--- src/hc2_pkg.sv ---
// hc2_pkg: shared types, register indexes and mod 26 arithmetic for the
// 2x2 Hill cipher core. No dependencies; imported by every module.
package hc2_pkg;

    localparam int unsigned LW = 5;  // letter and key entry width
    localparam int unsigned CIW = 3; // configuration index width

    // Configuration register indexes
    localparam logic [CIW-1:0] CFG_KEY_00 = 3'd0;
    localparam logic [CIW-1:0] CFG_KEY_01 = 3'd1;
    localparam logic [CIW-1:0] CFG_KEY_10 = 3'd2;
    localparam logic [CIW-1:0] CFG_KEY_11 = 3'd3;
    localparam logic [CIW-1:0] CFG_MODE   = 3'd4;

    localparam logic MODE_ENCRYPT = 1'b0;
    localparam logic MODE_DECRYPT = 1'b1;

    localparam logic [LW-1:0] MODULUS = 5'd26;
    // ceil(2^16 / 26); exact floor quotient for every value below 2048
    localparam logic [11:0] RECIP26 = 12'd2521;

    // Active matrix and its singular flag
    typedef struct packed {
        logic [LW-1:0] m00;
        logic [LW-1:0] m01;
        logic [LW-1:0] m10;
        logic [LW-1:0] m11;
        logic          err;
    } t_matrix;

    // One result beat
    typedef struct packed {
        logic [LW-1:0] letter;
        logic          last;
        logic          err;
    } t_result;

    // Reduce a 5-bit code into 0..25
    function automatic logic [LW-1:0] red26(input logic [LW-1:0] x);
        return (x >= MODULUS) ? x - MODULUS : x;
    endfunction

    // x mod 26 for x below 2048, by reciprocal multiply
    function automatic logic [LW-1:0] mod26(input logic [10:0] x);
        logic [22:0] prod;
        logic [6:0]  q;
        logic [11:0] qm;
        logic [10:0] r;
        prod = 23'(x) * 23'(RECIP26);
        q    = prod[22:16];
        qm   = 12'(q) * 12'(MODULUS);
        r    = x - qm[10:0];
        return r[LW-1:0];
    endfunction

    // Multiplicative inverse mod 26: {found, inverse}
    function automatic logic [LW:0] inv26(input logic [LW-1:0] d);
        logic [LW:0] res;
        case (d)
            5'd1:    res = {1'b1, 5'd1};
            5'd3:    res = {1'b1, 5'd9};
            5'd5:    res = {1'b1, 5'd21};
            5'd7:    res = {1'b1, 5'd15};
            5'd9:    res = {1'b1, 5'd3};
            5'd11:   res = {1'b1, 5'd19};
            5'd15:   res = {1'b1, 5'd7};
            5'd17:   res = {1'b1, 5'd23};
            5'd19:   res = {1'b1, 5'd11};
            5'd21:   res = {1'b1, 5'd5};
            5'd23:   res = {1'b1, 5'd17};
            5'd25:   res = {1'b1, 5'd25};
            default: res = {1'b0, 5'd0};
        endcase
        return res;
    endfunction

endpackage

--- src/hc2_key_unit.sv ---
// hc2_key_unit: configuration registers and the registered active matrix
// (key or inverse key). Depends on hc2_pkg.
module hc2_key_unit
    import hc2_pkg::*;
(
    input  logic            i_clk,
    input  logic            i_rst_n,
    input  logic            i_cfg_we,
    input  logic [CIW-1:0]  i_cfg_index,
    input  logic [LW-1:0]   i_cfg_data,
    output t_matrix         o_mat
);

    logic [LW-1:0] r_key00, r_key01, r_key10, r_key11;
    logic          r_mode;

    // Write configuration registers; unknown indexes are dropped
    always_ff @(posedge i_clk) begin
        if (!i_rst_n) begin
            r_key00 <= 5'd1;
            r_key01 <= 5'd0;
            r_key10 <= 5'd0;
            r_key11 <= 5'd1;
            r_mode  <= MODE_ENCRYPT;
        end else if (i_cfg_we) begin
            unique case (i_cfg_index)
                CFG_KEY_00: r_key00 <= i_cfg_data;
                CFG_KEY_01: r_key01 <= i_cfg_data;
                CFG_KEY_10: r_key10 <= i_cfg_data;
                CFG_KEY_11: r_key11 <= i_cfg_data;
                CFG_MODE:   r_mode  <= i_cfg_data[0];
                default: ;
            endcase
        end
    end

    // Stage 1: reduce entries and form the determinant mod 26
    logic [LW-1:0] a, b, c, d;
    logic [10:0]   n_det_sum;
    logic [LW-1:0] r_a, r_b, r_c, r_d, r_det;
    logic          r_s1_mode;

    always_comb begin
        a = red26(r_key00);
        b = red26(r_key01);
        c = red26(r_key10);
        d = red26(r_key11);
        n_det_sum = 11'(a) * 11'(d) + 11'd676 - 11'(b) * 11'(c);
    end

    always_ff @(posedge i_clk) begin
        if (!i_rst_n) begin
            r_a       <= 5'd1;
            r_b       <= 5'd0;
            r_c       <= 5'd0;
            r_d       <= 5'd1;
            r_det     <= 5'd1;
            r_s1_mode <= MODE_ENCRYPT;
        end else begin
            r_a       <= a;
            r_b       <= b;
            r_c       <= c;
            r_d       <= d;
            r_det     <= mod26(n_det_sum);
            r_s1_mode <= r_mode;
        end
    end

    // Stage 2: adjugate times inverse determinant, or the key itself
    logic [LW:0]   inv_res;
    logic [LW-1:0] inv, neg_b, neg_c;
    t_matrix       n_mat, r_mat;

    always_comb begin
        inv_res = inv26(r_det);
        inv     = inv_res[LW-1:0];
        neg_b   = (r_b == '0) ? '0 : MODULUS - r_b;
        neg_c   = (r_c == '0) ? '0 : MODULUS - r_c;
        if (r_s1_mode == MODE_DECRYPT) begin
            n_mat.m00 = mod26(11'(r_d) * 11'(inv));
            n_mat.m01 = mod26(11'(neg_b) * 11'(inv));
            n_mat.m10 = mod26(11'(neg_c) * 11'(inv));
            n_mat.m11 = mod26(11'(r_a) * 11'(inv));
            n_mat.err = ~inv_res[LW];
        end else begin
            n_mat.m00 = r_a;
            n_mat.m01 = r_b;
            n_mat.m10 = r_c;
            n_mat.m11 = r_d;
            n_mat.err = 1'b0;
        end
    end

    always_ff @(posedge i_clk) begin
        if (!i_rst_n) begin
            r_mat <= '{m00: 5'd1, m01: 5'd0, m10: 5'd0, m11: 5'd1, err: 1'b0};
        end else begin
            r_mat <= n_mat;
        end
    end

    assign o_mat = r_mat;

    // Error only comes from a decrypt setting
    a_err_needs_decrypt: assert property (@(posedge i_clk) disable iff (!i_rst_n)
        r_mat.err |-> $past(r_s1_mode) == MODE_DECRYPT)
        else $error("key error raised in encrypt mode");

endmodule

--- src/hc2_pair_unit.sv ---
// hc2_pair_unit: pairs incoming letters into an input register and forms
// the two result letters of each pair. Depends on hc2_pkg.
module hc2_pair_unit
    import hc2_pkg::*;
(
    input  logic           i_clk,
    input  logic           i_rst_n,
    input  logic           i_accept,
    input  logic [LW-1:0]  i_letter,
    input  logic           i_message_end,
    input  t_matrix        i_mat,
    output logic           o_pair_vld,
    output t_result        o_res0,
    output t_result        o_res1
);

    logic [LW-1:0] r_held;
    logic          r_half;
    logic          r_pair_vld;
    logic [LW-1:0] r_p0, r_p1;
    logic          r_end;
    logic [LW-1:0] letter;

    assign letter = red26(i_letter);

    // Hold the first letter; on the second or a lone final letter, load the pair
    always_ff @(posedge i_clk) begin
        if (!i_rst_n) begin
            r_held     <= '0;
            r_half     <= 1'b0;
            r_pair_vld <= 1'b0;
        end else begin
            r_pair_vld <= 1'b0;
            if (i_accept) begin
                if (!r_half && !i_message_end) begin
                    r_held <= letter;
                    r_half <= 1'b1;
                end else begin
                    r_held     <= '0;
                    r_half     <= 1'b0;
                    r_pair_vld <= 1'b1;
                end
            end
        end
    end

    always_ff @(posedge i_clk) begin
        if (i_accept) begin
            r_p0  <= r_half ? r_held : letter;
            r_p1  <= r_half ? letter : '0;
            r_end <= i_message_end;
        end
    end

    // Matrix times the pair column, mod 26
    logic [10:0] sum0, sum1;

    always_comb begin
        sum0 = 11'(i_mat.m00) * 11'(r_p0) + 11'(i_mat.m01) * 11'(r_p1);
        sum1 = 11'(i_mat.m10) * 11'(r_p0) + 11'(i_mat.m11) * 11'(r_p1);
        o_res0 = '{letter: mod26(sum0), last: 1'b0, err: i_mat.err};
        o_res1 = '{letter: mod26(sum1), last: r_end, err: i_mat.err};
    end

    assign o_pair_vld = r_pair_vld;

endmodule

--- src/hc2_result_fifo.sv ---
// hc2_result_fifo: result queue taking two beats at once and giving one
// beat per cycle while popped. Depends on hc2_pkg.
module hc2_result_fifo
    import hc2_pkg::*;
#(
    parameter int unsigned DEPTH = 8
) (
    input  logic                        i_clk,
    input  logic                        i_rst_n,
    input  logic                        i_push,
    input  t_result                     i_res0,
    input  t_result                     i_res1,
    input  logic                        i_pop,
    output t_result                     o_head,
    output logic [$clog2(DEPTH+1)-1:0]  o_count
);

    localparam int unsigned PW = $clog2(DEPTH);
    localparam int unsigned CW = $clog2(DEPTH+1);

    t_result         r_mem [DEPTH];
    logic [PW-1:0]   r_wr, r_rd;
    logic [CW-1:0]   r_count;
    logic [PW-1:0]   wr1;

    function automatic logic [PW-1:0] inc(input logic [PW-1:0] p);
        return (p == PW'(DEPTH-1)) ? '0 : p + PW'(1);
    endfunction

    assign wr1 = inc(r_wr);

    // Store both results of a pair
    always_ff @(posedge i_clk) begin
        if (i_push) begin
            r_mem[r_wr] <= i_res0;
            r_mem[wr1]  <= i_res1;
        end
    end

    // Advance pointers and occupancy
    always_ff @(posedge i_clk) begin
        if (!i_rst_n) begin
            r_wr    <= '0;
            r_rd    <= '0;
            r_count <= '0;
        end else begin
            if (i_push) begin
                r_wr <= inc(wr1);
            end
            if (i_pop) begin
                r_rd <= inc(r_rd);
            end
            r_count <= r_count + (i_push ? CW'(2) : CW'(0)) - (i_pop ? CW'(1) : CW'(0));
        end
    end

    assign o_head  = r_mem[r_rd];
    assign o_count = r_count;

    a_no_overflow: assert property (@(posedge i_clk) disable iff (!i_rst_n)
        r_count <= CW'(DEPTH))
        else $error("result queue overflow");

    a_push_room: assert property (@(posedge i_clk) disable iff (!i_rst_n)
        i_push |-> r_count <= CW'(DEPTH-2))
        else $error("pair pushed without room for two beats");

endmodule

--- src/hill_cipher_2x2_core.sv ---
// hill_cipher_2x2_core: 2x2 Hill cipher mod 26 on a letter stream.
// The second letter of a pair loads the pair register; its results go into
// a result queue of RES_DEPTH, second beat after first. One letter per cycle
// while results are drained and no configuration write is pending; after
// a write, the input is held off while the two-stage key unit rebuilds the
// matrix. Synchronous active-low reset restores the identity key, encrypt
// mode and an empty pair and queue.
module hill_cipher_2x2_core
    import hc2_pkg::*;
#(
    parameter int unsigned RES_DEPTH = 8   // at least 4
) (
    input  logic             i_clk,
    input  logic             i_rst_n,
    // letter input
    input  logic             i_in_valid,
    output logic             o_in_ready,
    input  logic [LW-1:0]    i_letter,
    input  logic             i_message_end,
    // result output
    output logic             o_out_valid,
    input  logic             i_out_ready,
    output logic [LW-1:0]    o_out_letter,
    output logic             o_out_last,
    output logic             o_key_error,
    // configuration writes
    input  logic             i_cfg_valid,
    output logic             o_cfg_ready,
    input  logic [CIW-1:0]   i_cfg_index,
    input  logic [LW-1:0]    i_cfg_data
);

    localparam int unsigned CW = $clog2(RES_DEPTH+1);

    logic          cfg_we, in_acc, out_acc;
    logic          r_cfg_busy;
    t_matrix       mat;
    logic          pair_vld;
    t_result       res0, res1, head;
    logic [CW-1:0] count;
    logic [CW:0]   need;

    assign o_cfg_ready = 1'b1;
    assign cfg_we      = i_cfg_valid & o_cfg_ready;

    // Hold off input after a configuration write; the write is registered as busy
    always_ff @(posedge i_clk) begin
        if (!i_rst_n) begin
            r_cfg_busy <= 1'b0;
        end else begin
            r_cfg_busy <= cfg_we;
        end
    end

    // Reserve room for a pair in flight and one that this beat may complete
    assign need = (CW+1)'(count) + (pair_vld ? (CW+1)'(4) : (CW+1)'(2));
    assign o_in_ready = !i_cfg_valid && !r_cfg_busy && (need <= (CW+1)'(RES_DEPTH));
    assign in_acc     = i_in_valid & o_in_ready;

    hc2_key_unit u_key (
        .i_clk       (i_clk),
        .i_rst_n     (i_rst_n),
        .i_cfg_we    (cfg_we),
        .i_cfg_index (i_cfg_index),
        .i_cfg_data  (i_cfg_data),
        .o_mat       (mat)
    );

    hc2_pair_unit u_pair (
        .i_clk         (i_clk),
        .i_rst_n       (i_rst_n),
        .i_accept      (in_acc),
        .i_letter      (i_letter),
        .i_message_end (i_message_end),
        .i_mat         (mat),
        .o_pair_vld    (pair_vld),
        .o_res0        (res0),
        .o_res1        (res1)
    );

    hc2_result_fifo #(
        .DEPTH (RES_DEPTH)
    ) u_fifo (
        .i_clk   (i_clk),
        .i_rst_n (i_rst_n),
        .i_push  (pair_vld),
        .i_res0  (res0),
        .i_res1  (res1),
        .i_pop   (out_acc),
        .o_head  (head),
        .o_count (count)
    );

    assign o_out_valid  = (count != '0);
    assign out_acc      = o_out_valid & i_out_ready;
    assign o_out_letter = head.letter;
    assign o_out_last   = head.last;
    assign o_key_error  = head.err;

    a_cfg_settle: assert property (@(posedge i_clk) disable iff (!i_rst_n)
        cfg_we |=> !in_acc)
        else $error("letter taken before key matrix settled");

    a_no_cfg_with_letter: assert property (@(posedge i_clk) disable iff (!i_rst_n)
        !(cfg_we && in_acc))
        else $error("letter and configuration taken together");

endmodule
--- config.mk ---
export PLATFORM = sky130hd
export DESIGN_NAME = hill_cipher_2x2_core
export DESIGN_NICKNAME = d
export VERILOG_FILES = /design/src/hc2_pkg.sv /design/src/hc2_key_unit.sv /design/src/hc2_pair_unit.sv /design/src/hc2_result_fifo.sv /design/src/hill_cipher_2x2_core.sv
export SDC_FILE = /design/constraint.sdc
export NUM_CORES = 2
export LEC_CHECK = 0
export ABC_AREA = 1
export BUFFER_PORTS_ARGS = -buffer_cell sky130_fd_sc_hd__buf_4
export CAP_MARGIN = 5
export CELL_PAD_IN_SITES_DETAIL_PLACEMENT = 1
export CELL_PAD_IN_SITES_GLOBAL_PLACEMENT = 2
export CORE_ASPECT_RATIO = 0.5
export CORE_MARGIN = 10
export CORE_UTILIZATION = 32
export DETAILED_ROUTE_END_ITERATION = 10
export GPL_TIMING_DRIVEN = 0
export PLACE_DENSITY_LB_ADDON = 0.1
export SYNTH_ARGS = -nofsm -noshare
export SYNTH_HDL_FRONTEND = slang
export SYNTH_HIERARCHICAL = 1
export SYNTH_SLANG_ARGS = --single-unit
--- constraint.sdc ---
create_clock -name i_clk -period 11.6 [get_ports i_clk]
set_clock_uncertainty 0.2 [all_clocks]
set_input_delay 1.16 -clock i_clk [delete_from_list [all_inputs] [get_ports i_clk]]
set_output_delay 1.16 -clock i_clk [all_outputs]
set_load 0.1 [all_outputs]
==> impl_table.tex <==
\begin{tabular}{lr}
\hline
Metric & Value \\
\hline
\multicolumn{2}{l}{\textbf{Run status}} \\
Status & completed \\
\multicolumn{2}{l}{\textbf{Critical path}} \\
Sort of element at the start of the critical path & flip-flop \\
Worst Path Arrival & 11080 ps \\
Most Frequent Cell on Critical Path & fa\_1 \\
Data required time at the worst endpoint & 11710 ps \\
Maximum cell stage delay along the critical path & 570 ps \\
Slowest cell on crit path & fa\_1 \\
Category of the worst setup path capture point & flip-flop \\
Maximum fanout along the worst path & 6 \\
Category of the critical setup timing path & flip-flop to flip-flop \\
\multicolumn{2}{l}{\textbf{Die}} \\
Die Span X & 465 um \\
Height of the chip & 243 um \\
Std-Cell Rows & 81 \\
Count of pins on the block boundary & 29 \\
Initial standard-cell utilization of the core & 0.324 \\
Die area & 113000 um2 \\
Area of the core region & 98000 um2 \\
\multicolumn{2}{l}{\textbf{STA}} \\
Tcrit/Tclk final & 0.946 \\
Unrepaired setup endpoints after global routing & true \\
Transition at the pin with the smallest max-transition slack & 1190 ps \\
Max Transition Viols Final & 0 \\
Total count of hold-check failures in the final report & 0 \\
Final worst path period need & 10980 ps \\
Max Freq & 91.1 MHz \\
Final setup slack of the worst path & 625 ps \\
Worst hold margin & 273 ps \\
Setup-violating endpoint count in the final report & 0 \\
Worst max-slew margin expressed relative to the limit & 0.195 \\
\multicolumn{2}{l}{\textbf{Layout}} \\
Final nets & 5089 \\
Area growth, synth to finish & 9.46\% \\
Final std cell area, no fill & 34700 um2 \\
Commonest cells after routing, fill and taps aside & inv\_1 (1057), nand2\_1 (779), ha\_1 (624), fa\_1 (370), nor2\_1 (176) \\
Antenna diodes & 0 \\
Most common cell after layout, fill and taps aside & inv\_1 \\
Count of non-filler cells in the finished layout & 5408 \\
Fraction of layout instances using a drive strength above 1 & 0.0676 \\
\multicolumn{2}{l}{\textbf{GRT}} \\
Number of global-route vias before repair & 26500 \\
Total grt overflow & 0 \\
Pin count of the biggest net entering global routing & 17 \\
Initial antenna violation count & 3 \\
Aggregate global-route resource usage & 0.147 \\
First-pass GRT wire length & 139000 um \\
\multicolumn{2}{l}{\textbf{Logic synthesis}} \\
Yosys top cell area share & 0.249 \\
Number of synthesized register bits & 156 \\
Cell accounting for the most synthesized area & ha\_1 \\
Yosys warns & 6 \\
Area contributors post-synth & ha\_1 (25\%), fa\_1 (23\%), inv\_1 (13\%), nand2\_1 (9.3\%), edfxtp\_1 (6.3\%) \\
Cell area after synthesis & 31700 um2 \\
Cell count after synthesis & 3999 \\
Primary flip-flop cell chosen by synthesis mapping & dfxtp\_1 \\
Fraction of synthesis flops using an asynchronous set or reset pin & 0 \\
Count of distinct cell types in the synthesized netlist & 57 \\
Post-synth EDFFs & 67 \\
Mean instance size in the synthesized netlist & 7.93 um2 \\
Post-Synthesis Net Count & 5021 \\
Portion of the post-synthesis area used by sequential elements & 0.120 \\
\multicolumn{2}{l}{\textbf{CTS}} \\
Max clock buf depth & 2 \\
Clock latency on the worst-skew pair & 450 ps \\
CTS clock-pin slew for the worst setup and hold paths & 70 ps \\
TritonCTS clock tree & done \\
Hold buffer count at cts & 0 \\
Number of buffers created by CTS & 17 \\
Number of clock sinks & 156 \\
Library cell used as clock root buffer & clkbuf\_16 \\
Clock H-tree levels & 4 \\
\multicolumn{2}{l}{\textbf{Placed design}} \\
Post-detail-place hpwl & 72600 um \\
I/O Buffers & 27 \\
Worst slack after detailed placement & -707 ps \\
Placed Instance Area & 33600 um2 \\
Number of cells after detailed placement & 5354 \\
Final GP Congestion & 0.788 \\
\multicolumn{2}{l}{\textbf{Hold path}} \\
Class of the tightest hold or removal check & flip-flop to flip-flop \\
\multicolumn{2}{l}{\textbf{Detailed routing}} \\
Via/cell ratio & 4.49 \\
Antenna Nets Post-Route & 0 \\
Total number of vias & 24300 \\
Average wire length per cell after detail routing & 15.2 um \\
DRC marker count from the first detailed-route iteration & 620 \\
TritonRoute pass-1 iters & 5 \\
Total wirelength of the detailed-routed design & 82000 um \\
DRC Markers & 0 \\
\multicolumn{2}{l}{\textbf{Flow run}} \\
Max Cap Viol & 0 \\
\hline
\end{tabular}
-- per-stage QoR --
| stage | setup TNS, ps | utilization |
|---|---|---|
| 2_1_floorplan | 0 | - |
| 3_3_place_gp | -2660 | 0.343 |
| 3_5_place_dp | -3350 | 0.343 |
| 4_1_cts | 0 | 0.349 |
| 5_1_grt | -57.6 | 0.354 |
| 6_report | 0 | 0.354 |
-- per-layer routing --
layer	GRT usage	vias to the layer above	part of all wire
li1	-	12400	-
met1	0.214	11800	0.53
met2	0.247	76	0.46
met5	0	-	0
met4	0.0124	0	0.0036
met3	0.0103	19	0.011
-- critical path: cells and delay by family, from the launching register on --
family          cells  cell delay [ps]
fa+ha+maj          15             6110
simple gates       18             1740
compound gates      7             1000
buf+inv            10              760
xor+xnor            3              680
flops               1              370
-- final timing paths --
path,start,slack (ps),endpoint,cells past startpoint
worst min-delay path,u_pair/r_held[2],270,u_pair/r_held[2],2
worst max register to register,u_key/r_key10[1],620,u_key/inv_res[1],53
worst max-delay path,u_key/r_key10[1],620,u_key/inv_res[1],53
worst min register to register,u_pair/r_held[2],270,u_pair/r_held[2],2
-- registers in the layout, indices dropped and copies added (netlist names), 3 cells and up, named ones only --
| register | cells |
|---|---|
| u_fifo/r_mem | 56 |
| u_key/o_mat | 21 |
| u_key/inv_res | 5 |
| u_key/r_a | 5 |
| u_key/r_b | 5 |
| u_key/r_c | 5 |
| u_key/r_d | 5 |
| u_key/r_key00 | 5 |
| u_key/r_key01 | 5 |
| u_key/r_key10 | 5 |
| u_key/r_key11 | 5 |
| u_pair/r_held | 5 |
| u_pair/r_p0 | 5 |
| u_pair/r_p1 | 5 |
| u_fifo/o_count | 4 |
| u_fifo/r_rd | 3 |
| u_fifo/r_wr | 3 |
-- cell type report --
cell class / instances / area [um2]
buffer: 47 / 244
clock buffer: 17 / 425
clock inverter: 15 / 158
fill: 11900 / 63300
inverter: 1079 / 4060
multi-input combinational: 2709 / 23900
sequential: 156 / 3810
tap: 1328 / 1660
timing repair buffer: 57 / 427
-- cell usage after synthesis, types with 5 or more instances --
library cell	number
inv_1	1067
nand2_1	782
ha_1	631
fa_1	372
nor2_1	182
a21oi_1	151
o21ai_0	130
nand3_1	103
dfxtp_1	89
edfxtp_1	67
xor2_1	55
nand2_2	36
o21ai_1	34
xnor2_1	34
clkbuf_1	29
nor3_1	24
o21bai_1	24
nand4_1	23
nand3b_1	13
a21o_1	12
buf_2	12
a211oi_1	11
inv_2	10
nor4_1	9
or2_2	8
a31oi_1	7
nand3_2	7
buf_4	6
nand2_4	6
a21oi_2	5
or2_1	5
xor2_2	5
-- logic make-up after synthesis --
kind of cell,Yosys count,synth area share
XOR/XNOR,96,0.0282
flip-flops,156,0.120
adder cells (fa/ha/maj),1003,0.484
buffers and inverters,1134,0.136
other,2,0.000237
AND/OR/NAND/NOR,1213,0.162
AO/OA/AOI/OAI,395,0.0698
-- what timing repair did --
item | CTS | global route
pin swaps | 2 | 27
gates resized for setup | 21 | 70
endpoints found under the setup margin | 5 | 13
buffers inserted | 1 | 27
Power is not shown: default switching activity piles up to over one toggle a cycle in this logic, so the estimate is an artifact.
